--- config.mk ---
export PLATFORM = sky130hd
export DESIGN_NAME = utf8_char_decoder_flat
export DESIGN_NICKNAME = d
export VERILOG_FILES = /design/src/hdl/ucd_pkg.sv /design/src/hdl/ucd_if.sv /design/src/hdl/utf8_char_decoder.sv /design/src/hdl/ucd_core.sv /design/src/hdl/ucd_out_reg.sv /design/src/flat_wrapper.sv
export SDC_FILE = /design/constraint.sdc
export NUM_CORES = 1
export LEC_CHECK = 0
export ABC_AREA = 1
export BUFFER_PORTS_ARGS = -buffer_cell sky130_fd_sc_hd__clkbuf_2
export CORE_UTILIZATION = 39
export CTS_BUF_LIST = sky130_fd_sc_hd__clkbuf_4
export DETAILED_ROUTE_END_ITERATION = 12
export GPL_TIMING_DRIVEN = 1
export MAX_ROUTING_LAYER = met4
export SYNTH_ARGS = -nofsm -noshare
export SYNTH_HDL_FRONTEND = slang
export SYNTH_SLANG_ARGS = --single-unit
--- constraint.sdc ---
create_clock -name clock -period 3 [get_ports clock]
set_input_delay 0.15 -clock clock [delete_from_list [all_inputs] [get_ports clock]]
set_output_delay 0.15 -clock clock [all_outputs]
set_load 0.02 [all_outputs]
--- src/hdl/ucd_pkg.sv ---
// ucd_pkg: shared widths, lead byte prefixes and the result flag struct
// for the utf8 character decoder; no dependencies
package ucd_pkg;

   localparam int BYTE_WIDTH             = 8;
   localparam int CODE_WIDTH             = 22;
   localparam int LEN_WIDTH              = 3;
   localparam int REM_WIDTH              = 2;
   localparam int POSITION_WIDTH_DEFAULT = 16;

   // lead byte prefixes and the continuation marker
   localparam logic [4:0] LEAD4_TAG = 5'b11110;
   localparam logic [3:0] LEAD3_TAG = 4'b1110;
   localparam logic [2:0] LEAD2_TAG = 3'b110;
   localparam logic [BYTE_WIDTH-1:0] LEAD4_PREFIX = 8'hF0;
   localparam logic [BYTE_WIDTH-1:0] LEAD3_PREFIX = 8'hE0;
   localparam logic [BYTE_WIDTH-1:0] LEAD2_PREFIX = 8'hC0;
   localparam logic [BYTE_WIDTH-1:0] CONT_PREFIX  = 8'h80;

   localparam logic [LEN_WIDTH-1:0] LEN_ONE   = 3'd1;
   localparam logic [LEN_WIDTH-1:0] LEN_TWO   = 3'd2;
   localparam logic [LEN_WIDTH-1:0] LEN_THREE = 3'd3;
   localparam logic [LEN_WIDTH-1:0] LEN_FOUR  = 3'd4;

   localparam logic MODE_UTF8   = 1'b0;
   localparam logic MODE_BINARY = 1'b1;

   typedef struct packed {
      logic [LEN_WIDTH-1:0] char_bytes;
      logic                 truncated;
      logic                 final_result;
   } ucd_flags_type;

endpackage

--- src/hdl/ucd_if.sv ---
// ucd_if: valid/ready channels for the utf8 character decoder
// (byte requests, character responses, mode register writes); uses ucd_pkg
interface ucd_req_if;
   logic                             valid;
   logic                             ready;
   logic [ucd_pkg::BYTE_WIDTH-1:0]   in_byte;
   logic                             end_of_string;

   modport source (output valid, output in_byte, output end_of_string, input ready);
   modport sink   (input valid, input in_byte, input end_of_string, output ready);
endinterface

interface ucd_rsp_if #(
   parameter int POSITION_WIDTH = ucd_pkg::POSITION_WIDTH_DEFAULT
);
   logic                             valid;
   logic                             ready;
   logic [ucd_pkg::CODE_WIDTH-1:0]   code_point;
   logic [ucd_pkg::LEN_WIDTH-1:0]    char_bytes;
   logic [POSITION_WIDTH-1:0]        char_number;
   logic [POSITION_WIDTH-1:0]        lead_offset;
   logic                             truncated;
   logic                             final_result;

   modport source (output valid, output code_point, output char_bytes, output char_number,
                   output lead_offset, output truncated, output final_result, input ready);
   modport sink   (input valid, input code_point, input char_bytes, input char_number,
                   input lead_offset, input truncated, input final_result, output ready);
endinterface

interface ucd_csr_if;
   logic valid;
   logic ready;
   logic encoding_mode;

   modport source (output valid, output encoding_mode, input ready);
   modport sink   (input valid, input encoding_mode, output ready);
endinterface

--- src/hdl/utf8_char_decoder.sv ---
// utf8_char_decoder: top level of the streaming utf8 character decoder
// depends on ucd_pkg, ucd_if, ucd_core and ucd_out_reg
//
// usage
//  req_bus: one string byte per beat, end_of_string on the last byte
//  rsp_bus: one beat per finished character, or one truncation beat when
//           the string ends inside a multi-byte sequence (code_point 0)
//  csr_bus: writes encoding_mode (0 utf8, 1 one byte per character); always
//           ready, write only while no byte is in flight
//  a byte is decoded in the cycle it is accepted and its result, if any, is
//  shown on rsp_bus from the next cycle
//  throughput one byte per cycle while results are taken, set by the single
//  result register; lead and middle bytes not ending a string never use it
//  when the receiver stalls, a held result blocks every further byte:
//  req_bus.ready is low while the register holds a beat that is not being
//  taken, and high while it is empty or being taken
//  reset (synchronous) clears the sequence state, positions, the result
//  register and selects utf8 mode
//  byte offsets and character indices saturate at 2**POSITION_WIDTH-1
module utf8_char_decoder #(
   parameter int POSITION_WIDTH = ucd_pkg::POSITION_WIDTH_DEFAULT
) (
   input  logic      clock,
   input  logic      reset,
   ucd_req_if.sink   req_bus,
   ucd_rsp_if.source rsp_bus,
   ucd_csr_if.sink   csr_bus
);

   logic                           mode_ff;
   logic                           accept;
   logic                           emit;
   logic                           free;
   logic [ucd_pkg::CODE_WIDTH-1:0] dec_code;
   logic [POSITION_WIDTH-1:0]      dec_index;
   logic [POSITION_WIDTH-1:0]      dec_offset;
   ucd_pkg::ucd_flags_type         dec_flags;
   ucd_pkg::ucd_flags_type         out_flags;

   assign csr_bus.ready = 1'b1;
   assign req_bus.ready = free;
   assign accept        = req_bus.valid && free;

   always_ff @(posedge clock) begin
      if (reset) begin
         mode_ff <= ucd_pkg::MODE_UTF8;
      end else if (csr_bus.valid) begin
         mode_ff <= csr_bus.encoding_mode;
      end
   end

   ucd_core #(
      .POSITION_WIDTH (POSITION_WIDTH)
   ) u_core (
      .clock         (clock),
      .reset         (reset),
      .accept        (accept),
      .in_byte       (req_bus.in_byte),
      .end_of_string (req_bus.end_of_string),
      .encoding_mode (mode_ff),
      .emit          (emit),
      .code_point    (dec_code),
      .char_number   (dec_index),
      .lead_offset   (dec_offset),
      .flags         (dec_flags)
   );

   ucd_out_reg #(
      .POSITION_WIDTH (POSITION_WIDTH)
   ) u_out_reg (
      .clock       (clock),
      .reset       (reset),
      .load        (accept && emit),
      .code_point  (dec_code),
      .char_number (dec_index),
      .lead_offset (dec_offset),
      .flags       (dec_flags),
      .drain       (rsp_bus.ready),
      .free        (free),
      .valid_ff    (rsp_bus.valid),
      .code_ff     (rsp_bus.code_point),
      .index_ff    (rsp_bus.char_number),
      .offset_ff   (rsp_bus.lead_offset),
      .flags_ff    (out_flags)
   );

   assign rsp_bus.char_bytes   = out_flags.char_bytes;
   assign rsp_bus.truncated    = out_flags.truncated;
   assign rsp_bus.final_result = out_flags.final_result;

`ifndef SYNTHESIS
   a_reset_empty: assert property (@(posedge clock)
      reset |=> !rsp_bus.valid && req_bus.ready)
      else $error("result register not empty after reset");
   a_mode_write: assert property (@(posedge clock) disable iff (reset)
      csr_bus.valid |=> mode_ff == $past(csr_bus.encoding_mode))
      else $error("mode register write lost");
`endif

endmodule

--- src/hdl/ucd_core.sv ---
// ucd_core: sequence state and the single-pass byte decode for the utf8
// character decoder; uses ucd_pkg
module ucd_core #(
   parameter int POSITION_WIDTH = ucd_pkg::POSITION_WIDTH_DEFAULT
) (
   input  logic                             clock,
   input  logic                             reset,
   input  logic                             accept,
   input  logic [ucd_pkg::BYTE_WIDTH-1:0]   in_byte,
   input  logic                             end_of_string,
   input  logic                             encoding_mode,
   output logic                             emit,
   output logic [ucd_pkg::CODE_WIDTH-1:0]   code_point,
   output logic [POSITION_WIDTH-1:0]        char_number,
   output logic [POSITION_WIDTH-1:0]        lead_offset,
   output ucd_pkg::ucd_flags_type           flags
);

   localparam logic [POSITION_WIDTH-1:0] POS_MAX = {POSITION_WIDTH{1'b1}};

   logic [ucd_pkg::REM_WIDTH-1:0]  rem_ff,   rem_in;
   logic [ucd_pkg::LEN_WIDTH-1:0]  len_ff,   len_in;
   logic [ucd_pkg::CODE_WIDTH-1:0] code_ff,  code_in;
   logic [POSITION_WIDTH-1:0]      start_ff, start_in;
   logic [POSITION_WIDTH-1:0]      pos_ff,   pos_in;
   logic [POSITION_WIDTH-1:0]      cnt_ff,   cnt_in;

   logic [ucd_pkg::CODE_WIDTH-1:0] code_shift;
   logic [ucd_pkg::REM_WIDTH-1:0]  rem_dec;
   logic [ucd_pkg::LEN_WIDTH-1:0]  lead_len;
   logic [ucd_pkg::BYTE_WIDTH-1:0] lead_bits;
   logic [POSITION_WIDTH-1:0]      pos_inc, cnt_inc;

   assign code_shift = {code_ff[ucd_pkg::CODE_WIDTH-7:0], 6'd0}
                     + {14'd0, in_byte ^ ucd_pkg::CONT_PREFIX};
   assign rem_dec    = rem_ff - 2'd1;
   assign pos_inc    = (pos_ff == POS_MAX) ? pos_ff : pos_ff + 1'b1;
   assign cnt_inc    = (cnt_ff == POS_MAX) ? cnt_ff : cnt_ff + 1'b1;

   // classify a byte arriving with no sequence open
   always_comb begin
      lead_len  = ucd_pkg::LEN_ONE;
      lead_bits = in_byte;
      if (encoding_mode == ucd_pkg::MODE_UTF8) begin
         priority if (in_byte[7:3] == ucd_pkg::LEAD4_TAG) begin
            lead_len  = ucd_pkg::LEN_FOUR;
            lead_bits = in_byte ^ ucd_pkg::LEAD4_PREFIX;
         end else if (in_byte[7:4] == ucd_pkg::LEAD3_TAG) begin
            lead_len  = ucd_pkg::LEN_THREE;
            lead_bits = in_byte ^ ucd_pkg::LEAD3_PREFIX;
         end else if (in_byte[7:5] == ucd_pkg::LEAD2_TAG) begin
            lead_len  = ucd_pkg::LEN_TWO;
            lead_bits = in_byte ^ ucd_pkg::LEAD2_PREFIX;
         end else begin
            lead_len  = ucd_pkg::LEN_ONE;
            lead_bits = in_byte;
         end
      end
   end

   always_comb begin
      rem_in             = rem_ff;
      len_in             = len_ff;
      code_in            = code_ff;
      start_in           = start_ff;
      cnt_in             = cnt_ff;
      pos_in             = pos_inc;
      emit               = 1'b0;
      code_point         = '0;
      char_number        = cnt_ff;
      lead_offset        = start_ff;
      flags.char_bytes   = len_ff;
      flags.truncated    = 1'b0;
      flags.final_result = end_of_string;
      if (rem_ff != '0) begin
         // continuation beat: the open sequence completes whatever the mode
         code_in = code_shift;
         rem_in  = rem_dec;
         if (rem_dec == '0) begin
            emit       = 1'b1;
            code_point = code_shift;
            cnt_in     = cnt_inc;
         end else if (end_of_string) begin
            emit            = 1'b1;
            flags.truncated = 1'b1;
         end
      end else if (lead_len == ucd_pkg::LEN_ONE) begin
         emit             = 1'b1;
         code_point       = {14'd0, in_byte};
         lead_offset      = pos_ff;
         flags.char_bytes = ucd_pkg::LEN_ONE;
         cnt_in           = cnt_inc;
      end else begin
         rem_in           = ucd_pkg::REM_WIDTH'(lead_len - 3'd1);
         len_in           = lead_len;
         code_in          = {14'd0, lead_bits};
         start_in         = pos_ff;
         lead_offset      = pos_ff;
         flags.char_bytes = lead_len;
         if (end_of_string) begin
            emit            = 1'b1;
            flags.truncated = 1'b1;
         end
      end
      if (end_of_string) begin
         rem_in   = '0;
         len_in   = '0;
         code_in  = '0;
         start_in = '0;
         pos_in   = '0;
         cnt_in   = '0;
      end
   end

   always_ff @(posedge clock) begin
      if (reset) begin
         rem_ff   <= '0;
         len_ff   <= '0;
         code_ff  <= '0;
         start_ff <= '0;
         pos_ff   <= '0;
         cnt_ff   <= '0;
      end else if (accept) begin
         rem_ff   <= rem_in;
         len_ff   <= len_in;
         code_ff  <= code_in;
         start_ff <= start_in;
         pos_ff   <= pos_in;
         cnt_ff   <= cnt_in;
      end
   end

`ifndef SYNTHESIS
   a_rem_below_len: assert property (@(posedge clock) disable iff (reset)
      rem_ff != '0 |-> (len_ff > {1'b0, rem_ff}) && (len_ff <= ucd_pkg::LEN_FOUR))
      else $error("open sequence count exceeds its length");
   a_eos_clears: assert property (@(posedge clock) disable iff (reset)
      accept && end_of_string |=> rem_ff == '0 && pos_ff == '0 && cnt_ff == '0)
      else $error("state not cleared after final beat");
   a_chars_le_bytes: assert property (@(posedge clock) disable iff (reset)
      cnt_ff <= pos_ff)
      else $error("character count ahead of byte position");
   a_trunc_is_final: assert property (@(posedge clock) disable iff (reset)
      accept && emit && flags.truncated |-> flags.final_result && code_point == '0)
      else $error("truncation result not final");
`endif

endmodule

--- src/hdl/ucd_out_reg.sv ---
// ucd_out_reg: result register of the utf8 character decoder, holding one
// character beat until the receiver takes it; uses ucd_pkg
module ucd_out_reg #(
   parameter int POSITION_WIDTH = ucd_pkg::POSITION_WIDTH_DEFAULT
) (
   input  logic                             clock,
   input  logic                             reset,
   input  logic                             load,
   input  logic [ucd_pkg::CODE_WIDTH-1:0]   code_point,
   input  logic [POSITION_WIDTH-1:0]        char_number,
   input  logic [POSITION_WIDTH-1:0]        lead_offset,
   input  ucd_pkg::ucd_flags_type           flags,
   input  logic                             drain,
   output logic                             free,
   output logic                             valid_ff,
   output logic [ucd_pkg::CODE_WIDTH-1:0]   code_ff,
   output logic [POSITION_WIDTH-1:0]        index_ff,
   output logic [POSITION_WIDTH-1:0]        offset_ff,
   output ucd_pkg::ucd_flags_type           flags_ff
);

   logic valid_in;

   // room for a new beat when empty or being emptied this cycle
   assign free     = !valid_ff || drain;
   assign valid_in = load || (valid_ff && !drain);

   always_ff @(posedge clock) begin
      if (reset) begin
         valid_ff <= 1'b0;
      end else begin
         valid_ff <= valid_in;
      end
   end

   always_ff @(posedge clock) begin
      if (load) begin
         code_ff   <= code_point;
         index_ff  <= char_number;
         offset_ff <= lead_offset;
         flags_ff  <= flags;
      end
   end

`ifndef SYNTHESIS
   a_no_overwrite: assert property (@(posedge clock) disable iff (reset)
      load |-> free)
      else $error("result register loaded while holding an untaken beat");
`endif

endmodule
--- src/flat_wrapper.sv ---
// flat-port wrapper written by rule: the top's interface ports become plain ports
module utf8_char_decoder_flat 
#(
   parameter int POSITION_WIDTH = ucd_pkg::POSITION_WIDTH_DEFAULT
)
  (clock, reset, req_bus_valid, req_bus_in_byte, req_bus_end_of_string, req_bus_ready, rsp_bus_valid, rsp_bus_code_point, rsp_bus_char_bytes, rsp_bus_char_number, rsp_bus_lead_offset, rsp_bus_truncated, rsp_bus_final_result, rsp_bus_ready, csr_bus_valid, csr_bus_encoding_mode, csr_bus_ready);
  ucd_req_if req_bus_i ();
  ucd_rsp_if #(.POSITION_WIDTH(POSITION_WIDTH)) rsp_bus_i ();
  ucd_csr_if csr_bus_i ();
  input  logic clock;
  input  logic reset;
  input wire logic [$bits(req_bus_i.valid)-1:0] req_bus_valid;
  input wire logic [$bits(req_bus_i.in_byte)-1:0] req_bus_in_byte;
  input wire logic [$bits(req_bus_i.end_of_string)-1:0] req_bus_end_of_string;
  output wire logic [$bits(req_bus_i.ready)-1:0] req_bus_ready;
  output wire logic [$bits(rsp_bus_i.valid)-1:0] rsp_bus_valid;
  output wire logic [$bits(rsp_bus_i.code_point)-1:0] rsp_bus_code_point;
  output wire logic [$bits(rsp_bus_i.char_bytes)-1:0] rsp_bus_char_bytes;
  output wire logic [$bits(rsp_bus_i.char_number)-1:0] rsp_bus_char_number;
  output wire logic [$bits(rsp_bus_i.lead_offset)-1:0] rsp_bus_lead_offset;
  output wire logic [$bits(rsp_bus_i.truncated)-1:0] rsp_bus_truncated;
  output wire logic [$bits(rsp_bus_i.final_result)-1:0] rsp_bus_final_result;
  input wire logic [$bits(rsp_bus_i.ready)-1:0] rsp_bus_ready;
  input wire logic [$bits(csr_bus_i.valid)-1:0] csr_bus_valid;
  input wire logic [$bits(csr_bus_i.encoding_mode)-1:0] csr_bus_encoding_mode;
  output wire logic [$bits(csr_bus_i.ready)-1:0] csr_bus_ready;
  assign req_bus_i.valid = req_bus_valid;
  assign req_bus_i.in_byte = req_bus_in_byte;
  assign req_bus_i.end_of_string = req_bus_end_of_string;
  assign req_bus_ready = req_bus_i.ready;
  assign rsp_bus_valid = rsp_bus_i.valid;
  assign rsp_bus_code_point = rsp_bus_i.code_point;
  assign rsp_bus_char_bytes = rsp_bus_i.char_bytes;
  assign rsp_bus_char_number = rsp_bus_i.char_number;
  assign rsp_bus_lead_offset = rsp_bus_i.lead_offset;
  assign rsp_bus_truncated = rsp_bus_i.truncated;
  assign rsp_bus_final_result = rsp_bus_i.final_result;
  assign rsp_bus_i.ready = rsp_bus_ready;
  assign csr_bus_i.valid = csr_bus_valid;
  assign csr_bus_i.encoding_mode = csr_bus_encoding_mode;
  assign csr_bus_ready = csr_bus_i.ready;
  utf8_char_decoder #(.POSITION_WIDTH(POSITION_WIDTH)) u_core (.clock(clock), .reset(reset), .req_bus(req_bus_i), .rsp_bus(rsp_bus_i), .csr_bus(csr_bus_i));
endmodule
==> results by group <==
Run status
  – Run status: completed

Critical path
  – CP endpoint: u_core.u_out_reg.offset_ff[0]$_DFFE_PP_
  – Peak per-stage delay on the critical path: 0.54 ns
  – Slack of the worst reg-to-reg path: 0.66 ns
  – Worst setup path startpoint: req_bus_in_byte[4]
  – Endpoint required time on the critical path: 3.23 ns
  – Slowest cell on the critical path: sky130_fd_sc_hd__dlygate4sd3_1
  – Arrival time of data at the critical path endpoint: 2.64 ns
  – Critical path cell sequence: dlygate4sd3_1 > clkbuf_2 > inv_1 > nor2_1 > nor3b_1 > o21ai_0 > ha_1 > nand2_4 > nand2_1 > nand2_4 > inv_1 > nand2_1 > inv_2 > buf_12
  – Startpoint class of the critical path: primary input
  – End of the worst register-to-register path: u_core.u_out_reg.offset_ff[0]$_DFFE_PP_
  – R2R Path Start: u_core.mode_ff$_SDFFE_PP0P_
  – Critical Path Fanout Max: 27
  – Path depth of the worst reg2reg path: 12
  – Critical path endpoint category: flop
  – CP Class: primary input to flop

Clocking
  – Clock tree from TritonCTS: built
  – Clock latency on the worst-skew pair: 0.53 ns
  – Clock-pin slew on the worst setup and hold paths: 0.10 ns
  – Inserted Clock Buffers: 17
  – Buffer type at the clock tree root: sky130_fd_sc_hd__clkbuf_4
  – Deepest level of the CTS H-tree: 4
  – Number of buffers on the longest clock path: 2
  – CTS-repair resized insts: 0
  – CTS sink count: 130

STA
  – Setup repair after global routing missed its margin: false
  – Setup violations, final: 0
  – Setup TNS: 0 ns
  – Post-layout worst setup margin: 0.5959 ns
  – Final clock period utilization by the worst path: 0.8014
  – Headroom to the max-slew limit: 0.5391
  – Final-report max-slew violation count: 0
  – Slew at the pin closest to its max-slew limit: 0.6897 ns
  – Setup Skew: 0.01773 ns
  – Maximum operating frequency: 0.4160 GHz
  – Post-layout min period: 2.404 ns
  – Final hold viol count: 0

Logic synthesis
  – Per-instance average area after synthesis: 7.966 um2
  – Gate count of the mapped netlist: 769
  – Seq cells post-synth: 130
  – Count leader, synth: sky130_fd_sc_hd__nand2_1
  – Commonest register cell after synthesis: sky130_fd_sc_hd__dfxtp_1
  – Synth area leaders: sky130_fd_sc_hd__edfxtp_1, sky130_fd_sc_hd__dfxtp_1, sky130_fd_sc_hd__nand2_1
  – Cell taking the most area after synthesis: sky130_fd_sc_hd__edfxtp_1
  – EDFF count, synth: 59
  – Proportion of synthesized chip area in sequential cells: 0.5212
  – Share of synthesized flip-flops with an asynchronous set or reset: 0
  – Yosys top cell area share: 0.2892
  – Top post-synthesis cells by count: sky130_fd_sc_hd__nand2_1, sky130_fd_sc_hd__nor2_1, sky130_fd_sc_hd__dfxtp_1
  – Synthesized area: 6126 um2
  – Synthesized netlist net count: 790
  – Number of unique standard cell types used by synthesis: 38
  – Yosys warning total: 0

Route
  – Vias per std cell: 4.759
  – Number of vias in the routed layout: 5,144
  – Met3 routed WL: 622 um
  – DR WL/cell: 12.98 um
  – Number of DRC markers in iteration 0: 309
  – Detailed-route wire length: 14,040 um
  – Routed Antenna Nets: 0
  – Top sig layer: met4
  – Detailed route wirelength on metal2: 6493 um
  – Routed met1 length: 6745 um
  – Pre-Repair DR Iteration Count: 5
  – Drt drc: 0

Floorplanning
  – Die Ht: 127.3 um
  – Placeable core area: 15,260 um2
  – Initial Util: 0.4015
  – Count of standard-cell rows: 45
  – Chip width: 127.3 um
  – Total I/O pin count: 77
  – Full die area: 16,210 um2

Flow run
  – Max cap viols: 0

Placed design
  – Worst slack at placement: 0.5789 ns
  – Port-buffer cells: 75
  – Weighted congestion at the end of routability-driven global placement: 0.8223
  – Standard cell area after detailed placement: 6700 um2
  – Detailed Place HPWL: 9587 um

Global route
  – Antenna violations before repair: 0
  – Number of global-route vias before repair: 4,643
  – GRT Resource Usage Total: 0.1872
  – Total congestion overflow after global routing: 0
  – Wire length of the first global-routing pass: 23,070 um
  – Maximum number of pins on one net before global-route repair: 44

Power
  – Overall power consumption: 3.495 mW
  – Peak VDD IR: 0.2268 mV
  – Cell area power density: 498.1 nW/um2
  – Leak: 2.650 nW

Cells and area
  – Number of filler cells placed in the layout: 1,558
  – Share of cells above drive strength 1: 0.1563
  – Final standard cell area without fillers: 7017 um2
  – Diode insertion count for antenna repair: 0
  – Synthesis-to-layout area growth: 14.54%
  – Total number of nets in the final design: 878

Min path
  – Class of the tightest hold or removal check: primary input to flop
==> final cells by class <==
class	count	area [um2]	area share
Sequential cell	130	3193	0.4551
Timing Repair Buffer	93	563.0	0.08024
Tap cell	211	264.0	0.03762
Clock inverter	11	48.80	0.006954
Inverter	70	267.8	0.03816
Multi-Input combinational cell	545	2522	0.3595
Clock buffer	21	157.7	0.02247
==> through the flow <==
stage / util / hold WS, ns / cells
after CTS: 0.4599 / 0.002410 / 1081
after floorplan: - / 0.2489 / 769
after global routing: 0.4599 / 0.05590 / 1081
after global placement: 0.4391 / 0.4017 / 1038
final: 0.4599 / 0.03922 / 1081
after detailed placement: 0.4391 / 0.3971 / 1038
==> per-layer routing <==
| layer | up-vias | GRT usage |
|---|---|---|
| li1 | 2675 | - |
| met4 | 0 | 0.05882 |
| met2 | 124 | 0.2899 |
| met3 | 15 | 0.04104 |
| met5 | - | - |
| met1 | 2330 | 0.2444 |
==> layout by cell type (no fill, tap or decap), drive strengths merged, types with 3 or more instances in the layout <==
master and count:
clkbuf 96, edfxtp 59, nand2 208, nand3 44, clkinv 11, dfxtp 71
o21bai 3, ha 5, xnor2 3, o21ai 42, nor3 3, inv 69
nand4 11, dlygate4sd3 11, xor2 7, nor2 148, a21oi 60, o22ai 3
buf 7
==> worst min path at each step <==
stage / start / endpoint / cells past startpoint
2_1_floorplan: req_bus_end_of_string / u_core.u_out_reg.flags_ff[0]$_DFFE_PP_ / 0
3_3_place_gp: csr_bus_encoding_mode / u_core.mode_ff$_SDFFE_PP0P_ / 3
3_5_place_dp: csr_bus_encoding_mode / u_core.mode_ff$_SDFFE_PP0P_ / 3
4_1_cts: req_bus_in_byte[7] / u_core.u_core.code_ff[7]$_SDFFE_PP0P_ / 5
5_1_grt: req_bus_in_byte[7] / u_core.u_core.code_ff[7]$_SDFFE_PP0P_ / 5
6_report: req_bus_in_byte[7] / u_core.u_core.code_ff[7]$_SDFFE_PP0P_ / 5
==> power breakdown <==
| group | switching, mW | internal (mW) | total (mW) |
|---|---|---|---|
| sequential | 0.0432 | 1.96 | 2.00 |
| combinational | 0.401 | 0.155 | 0.556 |
| clock | 0.596 | 0.340 | 0.936 |
| total | 1.04 | 2.45 | 3.49 |
==> flip-flops by register name (all words and copies together), names as in the netlist <==
register and cells:
u_core.u_core.pos_ff 16, u_core.u_core.start_ff 16, u_core.u_core.char_number 16, u_core.u_core.code_ff 16, u_core.u_core.rem_ff 2, u_core.u_out_reg.code_ff 22
u_core.u_out_reg.index_ff 16, u_core.u_out_reg.valid_ff 1, u_core.u_out_reg.offset_ff 16, u_core.u_out_reg.flags_ff 5, u_core.mode_ff 1, u_core.u_core.len_ff 3
==> logic make-up after synthesis <==
kind of cell	count (synthesis)	share of synthesized area
adders and majority gates	6	0.01348
other	1	0.0006122
AOI/OAI and AO/OA	111	0.09477
DFF	130	0.5212
xor gates and xnor gates	10	0.01430
buffers and inverters	94	0.06699
and+or+nand+nor	417	0.2886
==> repair_timing <==
item | in CTS | in global routing
endpoints found under the hold margin | 13 | 0
setup buffers | 0 | 0
endpoints found under the setup margin | 0 | 0
hold buffers | 11 | 0
==> worst max-delay path: cells and delay by family <==
family                   cells  cell delay (ns)
AO/OA/AOI/OAI                1             0.25
buffers and inverters        6             1.37
AND/OR/NAND/NOR              6             0.61
adder cells (fa/ha/maj)      1             0.24
No activity file was read; power rests on OpenSTA's default activity.
